`config.mk`:
```
export PLATFORM = sky130hd
export DESIGN_NAME = spmc_ctrl
export DESIGN_NICKNAME = d
export VERILOG_FILES = /design/src/rtl/spmc_pkg.sv /design/src/rtl/spmc_ctrl.sv
export SDC_FILE = /design/constraint.sdc
export NUM_CORES = 1
export LEC_CHECK = 0
export BUFFER_PORTS_ARGS = -buffer_cell sky130_fd_sc_hd__buf_2
export CORE_MARGIN = 3
export CORE_UTILIZATION = 55
export DETAILED_ROUTE_END_ITERATION = 8
export GPL_TIMING_DRIVEN = 0
export PLACE_DENSITY_LB_ADDON = 0.05
export SLEW_MARGIN = 5
export SYNTH_ARGS = -nofsm -noshare
export SYNTH_HDL_FRONTEND = slang
export SYNTH_SLANG_ARGS = --single-unit
```
`constraint.sdc`:
```
create_clock -name clk -period 4 [get_ports clk]
set_input_delay 0.2 -clock clk [delete_from_list [all_inputs] [get_ports clk]]
set_output_delay 0.2 -clock clk [all_outputs]
set_load 0.02 [all_outputs]
```
`src/rtl/spmc_pkg.sv`:
```
// shared types, constants and register map for the stepper commutator
`default_nettype none
package spmc_pkg;
	localparam int MICROSTEPS_DEF = 128;

	// register indexes on the configuration port
	localparam logic [2:0] REG_REF_POS     = 3'd0;
	localparam logic [2:0] REG_KP          = 3'd1;
	localparam logic [2:0] REG_KI          = 3'd2;
	localparam logic [2:0] REG_KD          = 3'd3;
	localparam logic [2:0] REG_TICK_PERIOD = 3'd4;
	localparam logic [2:0] REG_DRIVE_GAIN  = 3'd5;
	localparam logic [2:0] REG_PWM_TOP     = 3'd6;

	localparam logic signed [33:0] TWO_PI_Q16 = 34'sd411775;
	localparam logic signed [35:0] LIMIT_Q24  = 36'sd3355443200;
	localparam logic signed [36:0] LIMIT_Q16  = 37'sd13107200;

	// configuration register set
	typedef struct packed {
		logic signed [14:0] ref_pos;
		logic signed [23:0] kp;
		logic signed [23:0] ki;
		logic signed [23:0] kd;
		logic [31:0]        tick_period;
		logic [15:0]        drive_gain;
		logic [15:0]        pwm_top;
	} cfg_t;

	// datapath operations
	typedef enum logic [4:0] {
		OP_NONE, OP_LOAD, OP_ERAD, OP_DRAD, OP_IMUL, OP_ICLAMP, OP_KP, OP_KI, OP_KD,
		OP_WCLAMP, OP_PMUL, OP_PHASE, OP_IDX, OP_RDS, OP_RDC, OP_AM1, OP_AM2, OP_AST,
		OP_BM2, OP_BST
	} op_t;

	// command from controller to datapath
	typedef struct packed {
		op_t  op;
		logic out_load;
	} cmd_t;
endpackage
`default_nettype wire

```
`src/rtl/spmc_ctrl.sv`:
```
// controller: sequences one item through the datapath and runs the handshakes
`default_nettype none
module spmc_ctrl import spmc_pkg::*; (
	input  wire  clk,
	input  wire  arst_n,
	input  wire  in_valid,
	output logic in_stall,
	output logic out_valid,
	input  wire  out_stall,
	output cmd_t cmd
);
	typedef enum logic [19:0] {
		ST_IDLE   = 20'h00001, ST_ERAD = 20'h00002, ST_DRAD = 20'h00004,
		ST_IMUL   = 20'h00008, ST_ICLAMP = 20'h00010, ST_KP = 20'h00020,
		ST_KI     = 20'h00040, ST_KD = 20'h00080, ST_WCLAMP = 20'h00100,
		ST_PMUL   = 20'h00200, ST_PHASE = 20'h00400, ST_IDX = 20'h00800,
		ST_RDS    = 20'h01000, ST_RDC = 20'h02000, ST_AM1 = 20'h04000,
		ST_AM2    = 20'h08000, ST_AST = 20'h10000, ST_BM2 = 20'h20000,
		ST_BST    = 20'h40000, ST_DONE = 20'h80000
	} state_t;

	state_t state_q, state_nxt;
	logic   out_free;

	assign in_stall = (state_q != ST_IDLE);
	assign out_free = !out_valid || !out_stall;

	// next state and datapath command
	always_comb begin
		state_nxt    = state_q;
		cmd.op       = OP_NONE;
		cmd.out_load = 1'b0;
		case (state_q)
			ST_IDLE: if (in_valid) begin
				cmd.op = OP_LOAD; state_nxt = ST_ERAD;
			end
			ST_ERAD:   begin cmd.op = OP_ERAD;   state_nxt = ST_DRAD; end
			ST_DRAD:   begin cmd.op = OP_DRAD;   state_nxt = ST_IMUL; end
			ST_IMUL:   begin cmd.op = OP_IMUL;   state_nxt = ST_ICLAMP; end
			ST_ICLAMP: begin cmd.op = OP_ICLAMP; state_nxt = ST_KP; end
			ST_KP:     begin cmd.op = OP_KP;     state_nxt = ST_KI; end
			ST_KI:     begin cmd.op = OP_KI;     state_nxt = ST_KD; end
			ST_KD:     begin cmd.op = OP_KD;     state_nxt = ST_WCLAMP; end
			ST_WCLAMP: begin cmd.op = OP_WCLAMP; state_nxt = ST_PMUL; end
			ST_PMUL:   begin cmd.op = OP_PMUL;   state_nxt = ST_PHASE; end
			ST_PHASE:  begin cmd.op = OP_PHASE;  state_nxt = ST_IDX; end
			ST_IDX:    begin cmd.op = OP_IDX;    state_nxt = ST_RDS; end
			ST_RDS:    begin cmd.op = OP_RDS;    state_nxt = ST_RDC; end
			ST_RDC:    begin cmd.op = OP_RDC;    state_nxt = ST_AM1; end
			ST_AM1:    begin cmd.op = OP_AM1;    state_nxt = ST_AM2; end
			ST_AM2:    begin cmd.op = OP_AM2;    state_nxt = ST_AST; end
			ST_AST:    begin cmd.op = OP_AST;    state_nxt = ST_BM2; end
			ST_BM2:    begin cmd.op = OP_BM2;    state_nxt = ST_BST; end
			ST_BST:    begin cmd.op = OP_BST;    state_nxt = ST_DONE; end
			ST_DONE: if (out_free) begin
				cmd.out_load = 1'b1; state_nxt = ST_IDLE;
			end
			default: state_nxt = ST_IDLE;
		endcase
	end

	// state and output valid
	always_ff @(posedge clk or negedge arst_n) begin
		if (!arst_n) begin
			state_q   <= ST_IDLE;
			out_valid <= 1'b0;
		end else begin
			state_q <= state_nxt;
			if (cmd.out_load) out_valid <= 1'b1;
			else if (!out_stall) out_valid <= 1'b0;
		end
	end
endmodule
`default_nettype wire

```
==> results of run 1 <==
worst max-delay path by stage:
stage                      from  endpoint  slack (ns)  cells past startpoint
CTS                  state_q[1]    cmd[2]        1.32                      7
finish               state_q[1]    cmd[2]        1.34                      7
global route        state_q[12]    cmd[1]        1.16                      7
detailed placement   state_q[1]    cmd[2]        1.68                      7
global placement    state_q[17]    cmd[2]        1.70                      7
floorplan           state_q[16]    cmd[1]        1.94                      7
timing repair:
| item | 4_1_cts | 5_1_grt |
|---|---|---|
| hold buffers | 1 | 0 |
| hold endpoints to repair | 20 | 0 |
| endpoints found under the setup margin | 0 | 0 |
cells in the final DEF, fill, tap and decap left out, types with 4 or more instances in the layout:
cell,n
nor2_1,18
buf_2,12
nand2_1,10
nor3_1,4
and4_1,4
nor4_1,6
dfrtp_1,20
per-stage QoR:
stage	util	setup slack (ns)	hold slack, ns	total power (µW)
floorplan	-	1.940	-0.09559	399.2
global placement	0.6369	1.702	0.1682	446.2
detailed placement	0.6369	1.677	0.1741	450.8
CTS	0.6550	1.318	0.03976	554.0
global route	0.6550	1.160	0.04244	591.0
finish	0.6550	1.344	0.04943	549.1
where the power goes:
| part | leakage [µW] | switching [µW] | internal (µW) | total (µW) |
|---|---|---|---|---|
| registers | 0.000289 | 21.3 | 231 | 252 |
| clock network | 0.0000150 | 62.8 | 38.9 | 102 |
| logic | 0.000330 | 120 | 74.8 | 195 |
| total | 0.000634 | 204 | 345 | 549 |
registers in the layout, summed over array words and instances (netlist names):
signal	count
state_q	20
out_valid	1
cells in the mapped netlist:
library cell,count
a21oi_1,2
a31oi_1,2
a41oi_1,1
and3_1,3
and3b_1,1
and4_1,4
and4b_1,1
buf_2,1
buf_6,1
dfrtp_1,20
dfstp_2,1
inv_1,2
nand2_1,10
nand2_2,1
nand2b_1,3
nand3b_1,3
nand4_1,3
nand4bb_1,1
nor2_1,18
nor2b_1,2
nor3_1,4
nor3_2,1
nor3b_1,1
nor3b_2,2
nor4_1,6
nor4_2,2
nor4_4,1
nor4b_1,1
nor4b_2,1
nor4bb_1,1
o2111ai_1,1
o211ai_1,1
o21a_1,1
o21ai_0,3
o21bai_1,1
o311a_1,1
o32ai_1,1
or4_1,3
or4_4,3
xnor2_1,2
xor2_1,2
cell type report:
class / instances / share of cell area
multi-input combinational: 94 / 0.4847
sequential: 21 / 0.4017
timing repair buffer: 12 / 0.04962
tap: 27 / 0.02576
clock buffer: 4 / 0.02004
buffer: 2 / 0.01240
inverter: 2 / 0.005725
cells by family after synthesis:
group           after synthesis
xor+xnor                      4
simple gates                 76
flops                        21
buf+inv                       4
compound gates               14
worst max-delay path, cell delays in order, from the launching register on:
cell      delay (ns)
dfrtp_1         0.45
or4_1           0.65
nor2_1          0.24
nand2_1         0.12
nor4b_2         0.31
nor4_1          0.11
nand3b_1        0.10
buf_2           0.16
metal layers:
| metal | global-route usage | up-vias | share of wire |
|---|---|---|---|
| met5 | 0 | - | 0 |
| met4 | 0.1362 | 0 | 0.037 |
| met3 | 0.03704 | 10 | 0.034 |
| met2 | 0.2955 | 29 | 0.44 |
| met1 | 0.2842 | 463 | 0.49 |
| li1 | - | 489 | - |
==> key figures, run 1 <==
Outcome
  – Status: completed

Finish
  – Area Growth Syn to Fin: 10.55%
  – Layout filler cell count: 180
  – ANT cells: 0
  – Post-route design area: 1311 µm²
  – Share of layout cells above drive strength 1: 0.2074
  – Area taken by multi-input logic gates: approximately 640 µm²
  – Final std cells w/o fill: 162
  – Seq. cell area: roughly 530 µm²
  – Nets: 140

Logic synthesis
  – Synth Area per Inst: 9.968 µm²
  – Area contributors post-synth: dfrtp_1, nor2_1, nand2_1, nor4_1, and4_1
  – Cell taking the most area after synthesis: dfrtp_1
  – #FFs+latches synth: 21
  – Post-synthesis compound-gate area fraction: 0.08122
  – Main combinational cell family by area after synthesis: simple AND/OR/NAND/NOR gates
  – Synth unique cells: 41
  – Post-synthesis simple-gate area fraction: 0.4251
  – Synth Cell Area: between 1000 and 1500 µm²
  – Synth Area in XOR/XNOR: 0.02954
  – Synthesized netlist net count: 123
  – Top cell type's share of synthesized area: 0.4219
  – Mux cell area share after synthesis: 0
  – Sequential area share after synthesis: 0.4441
  – Post-Synth Adder-Cell Area: 0
  – Cells after synthesis: approximately 120
  – Ys Warns: 0

Timing
  – Final hold vios: 0
  – Worst Skew: 0.002301 ns
  – Worst slew pin tran: between 0.4 and 0.5 ns
  – Maximum clock rate: about 380 MHz
  – Max-slew violation count: 0
  – Crit share post-route: 0.6641
  – Tmin final: 2.656 ns
  – Final Setup Violations: 0
  – Final TNS setup: 0 ns
  – Unrepaired setup endpoints after global routing: no
  – Slew Limit Headroom: 0.6932

Clock network
  – Clk sinks: 21
  – Clock Path Buffers: 2
  – Root buffer cell: clkbuf_4
  – CTS tree: built
  – Clock latency on the worst-skew pair: 0.30 ns
  – Post-CTS Setup Bufs: 0
  – H-tree levels: 1
  – PostCTS Resize Cnt: 0
  – CTS buffer count: 3
  – CTS clk-pin slew, worst paths: around 0.11 ns

Detailed routing
  – DRT Wirelength: ~2500 µm
  – DRT Pass-1 Iters: 4
  – Via Count: 991
  – Routed Antenna Nets: 0
  – Initial drt markers: 32
  – Vias per std cell: 6.117
  – Drc violations: 0
  – DR WL/cell: 15.13 µm

Place
  – Post-Place Cell Area: roughly 1300 µm²
  – Placer Congestion: 0.9314
  – DP Cell Count: 157
  – Port Buf Inserts: 11
  – DP HPWL: 1926 µm

Floorplan
  – Die width: 52.44 µm
  – Die ar.: between 2000 and 3000 µm²
  – FP Rows: 16
  – Die Height: 52.44 µm
  – Starting Density: 0.5925
  – Io pins: 12
  – CORE AREA: 2002 µm²

Worst hold path
  – Worst hold path class: in2reg
  – Hold Path End: state_q[0]
  – Worst Hold Path Cells: 2
  – Min-delay src: in_valid

Global route
  – Largest net degree at the start of global routing: 22
  – Grt ovf: 0
  – Tot GR Track Use: 0.2071
  – Vias in the first global route: 930
  – Initial antenna violation count: 0
  – First-pass GRT wire length: between 4000 and 5000 µm

Setup path
  – R2r endpoint: state_q[0]
  – Reg2reg setup slack: 1.88 ns
  – R2R depth: 5
  – Critical path launch point type: flip-flop
  – Setup crit end kind: primary output
  – Crit Reg-Reg Startpoint: state_q[12]
  – Kind of critical path: reg2out
  – Crit path DAT: 2.46 ns
  – CP max FO: 6
  – Worst path required time: 3.80 ns

Flow run
  – Max-cap viol count: 0

Power
  – Pwr per Cell Area: between 400 and 500 nW/µm²
  – P_leak: approximately 0.00063 µW
  – Peak VDD IR: 0.4302 mV
Power figures use the tool's default switching activity.
==> inputs of run 2 (changes only) <==
- ABC_AREA: unset -> 1
- clock period: 4 -> 2.45 ns (I/O delays scaled with it)
==> key figures, run 2 <==
Outcome
  – Status: completed

Finish
  – Most frequent cells in the layout: inv_1, nand2_1, dfrtp_1
  – ANT cells: 0 (unchanged)
  – Top reg by flops: state_q
  – Most common cell after layout, fill and taps aside: inv_1
  – Area Growth Syn to Fin: 9.881%
  – Largest register FFs: 20 (unchanged)
  – Nets: 192 (+37%)
  – Largest regs: state_q (20), out_valid (1)
  – Share of layout cells above drive strength 1: 0.2086 (+0.001149)
  – Final core area utilization: 0.6748 (+0.01976)

Global route
  – Grt ovf: 0 (unchanged)
  – First-pass GRT wire length: 4360 µm (+8.0%)
  – Largest net degree at the start of global routing: 22 (unchanged)
  – Initial antenna violation count: 0 (unchanged)
  – Vias in the first global route: 1044 (+12%)
  – Tot GR Track Use: 0.2089 (+0.001834)

Timing
  – Worst Skew: 0.005311 ns (+0.003010 ns)
  – Worst slew pin tran: 0.4719 ns (+0.01178 ns)
  – Crit share post-route: 0.8485
  – Slew Limit Headroom: 0.6854 (-0.007854)
  – Unrepaired setup endpoints after global routing: no
  – Maximum clock rate: 481.0 MHz
  – Max-slew violation count: 0 (unchanged)
  – Tmin final: 2.079 ns
  – Worst Slack Setup Final: 0.3711 ns (-0.9726 ns)
  – Final Setup Violations: 0 (unchanged)
  – Final hold vios: 0 (unchanged)
  – Final TNS setup: 0 ns (unchanged)

Floorplan
  – Starting Density: 0.6141 (+0.02158)
  – Die width: 53.98 µm (+2.9%)
  – Die ar.: 2914 µm² (+6.0%)
  – Io pins: 12 (unchanged)
  – FP Rows: 16 (unchanged)
  – Die Height: 53.98 µm (+2.9%)
  – CORE AREA: 2062 µm² (+3.0%)

Power
  – Power share of the combinational group: 0.432 (+0.077)
  – Switching part of the total: 0.4132 (+0.04117)
  – Flop pwr share: 0.404 (-0.056)
  – NetSw: 409.8 µW (+100%)
  – Peak VDD IR: 0.5581 mV (+30%)
  – Pwr per Cell Area: 712.8 nW/µm² (+70%)
  – Clock share of power: 0.164 (-0.021)
  – P_leak: 0.0008778 µW (+38%)
  – Internal cell power: 582.0 µW (+69%)

Setup path
  – CP max FO: 5 (-1)
  – Worst path required time: 2.33 ns (-1.47 ns)
  – Setup crit end kind: primary output
  – Critical path launch point type: flip-flop
  – Crit path DAT: 1.96 ns (-0.50 ns)
  – CP bufs+invs: 3 (+2)
  – Kind of critical path: reg2out
  – Critical Path Max Stage Delay: 0.57 ns (-0.08 ns)
  – Crit Reg-Reg Startpoint: state_q[0]
  – Critical path's slowest cell: dfstp_2
  – Most Frequent Cell on Critical Path: nand2_1
  – Crit-path cells: nor2_1, nand2_2, nor2_4, nand2_1, inv_2, nand2_1, inv_1, nor3_1, nand4_1, buf_2
  – Critical path launch point: state_q[0]
  – CP delay by family, top: simple AND/OR/NAND/NOR gates

Logic synthesis
  – Cell taking the most area after synthesis: dfrtp_1
  – Ys Warns: 0 (unchanged)
  – Synth unique cells: 22 (-46%)
  – Synth Cell Area: 1266 µm² (+6.8%)
  – Top cell type's share of synthesized area: 0.3953 (-0.02668)
  – #FFs+latches synth: 21 (unchanged)
  – Ys flop type: dfrtp_1
  – Area contributors post-synth: dfrtp_1, inv_1, nand2_1, nand3_1, nor3_1
  – Synthesized netlist net count: 175 (+42%)
  – Synth Area per Inst: 7.405 µm² (-26%)
  – Commonest cells in the netlist: inv_1, nand2_1, dfrtp_1
  – Asr flop ratio synth: 1.000 (unchanged)
  – Cells after synthesis: 171 (+44%)
  – Most frequent cell after synthesis: inv_1
  – Sequential area share after synthesis: 0.4160 (-0.02808)
  – Post-synth EDFFs: 0 (unchanged)

Detailed routing
  – DRT Pass-1 Iters: 4 (unchanged)
  – Vias per std cell: 4.972 (-19%)
  – Initial drt markers: 24 (-25%)
  – Drc violations: 0 (unchanged)
  – DR WL/cell: 11.99 µm (-21%)
  – Routed Antenna Nets: 0 (unchanged)
  – DRT Wirelength: 2566 µm (+4.7%)
  – Via Count: 1064 (+7.4%)

Clock network
  – H-tree levels: 1 (unchanged)
  – CTS tree: built
  – CTS buffer count: 3 (unchanged)
  – CTS clk-pin slew, worst paths: 0.11 ns (about the same)
  – Clock latency on the worst-skew pair: 0.30 ns (about the same)
  – Clock Path Buffers: 2 (unchanged)
  – Clk sinks: 21 (unchanged)
  – Post-CTS Setup Bufs: 0 (unchanged)
  – Root buffer cell: clkbuf_4

Worst hold path
  – Min-delay src: in_valid
  – Worst hold path class: in2reg

Place
  – DP HPWL: 2067 µm (+7.3%)
  – Place WS: 0.7286 ns (-0.9485 ns)
  – Placer Congestion: 0.8636 (-7.3%)
  – Port Buf Inserts: 11 (unchanged)

Flow run
  – Max-cap viol count: 0 (unchanged)
==> run 2: cell families (layout without fill, tap and decap cells) <==
family | count (synthesis) | in the layout | share of synthesized area
flip-flops | 21 | 21 | 0.4160
buffers and inverters | 41 | 57 | 0.1215
AO/OA/AOI/OAI | 8 | 8 | 0.03161
AND/OR/NAND/NOR | 101 | 101 | 0.4308
==> run 2: timing repair <==
| item | in CTS | in global routing |
|---|---|---|
| hold buffers | 1 | 0 |
| endpoints found under the hold margin | 20 | 0 |
| endpoints found under the setup margin | 0 | 0 |
| resized for setup | 0 | 0 |
==> run 2: path summary, 6_finish.rpt <==
kind / end / slack, ns / cells after the start
min in group asynchronous: state_q[2] / 0.30 / 2
min reg2reg: state_q[13] / 0.52 / 1
max: cmd[1] / 0.37 / 10
max reg2reg: state_q[0] / 0.90 / 10
max in group asynchronous: state_q[0] / 1.80 / 2
min: state_q[1] / 0.06 / 3
==> run 2: final cells by class <==
type	instances	area, µm²
clock buffer	4	26.28
fill	174	670.6
inverter	41	153.9
multi-input combinational	109	585.6
sequential	21	526.8
tap	27	33.78
timing repair buffer	12	65.06
==> run 2: worst register-to-register path, cell delays in order (launching register included) <==
cell     delay [ns]
dfstp_2        0.57
nor2_1         0.06
nand2_2        0.13
nor2_4         0.07
nand3_1        0.11
nand2_1        0.08
nor2_1         0.18
nand2_1        0.07
nor2_1         0.09
nand3_1        0.07
nand2_1        0.06
==> run 2: metal layers <==
metal  GRT usage  up-vias  wire length (µm)
met1      0.2773      489              1226
li1            -      560                 -
met4     0.07469        0                13
met5           0        -                 0
met3     0.02493        2                81
met2      0.3488       13              1245
==> run 2: power by group through the flow <==
stage          Sequential, µW  Combinational [µW]  Clock, µW
4_1_cts                   401                 429        173
3_5_place_dp              408                 425          0
3_3_place_gp              405                 419          0
6_report                  401                 428        163
2_1_floorplan             402                 330          0
5_1_grt                   404                 474        191
==> run 2: metrics by stage <==
stage	hold WS (ns)	total power, µW	std cells	area [µm²]
4_1_cts	0.05349	1003	214	1391
2_1_floorplan	-0.1731	732.1	171	1266
5_1_grt	0.05540	1069	214	1391
3_3_place_gp	0.09904	823.5	209	1355
3_5_place_dp	0.1090	832.7	209	1355
6_report	0.06441	991.7	214	1391
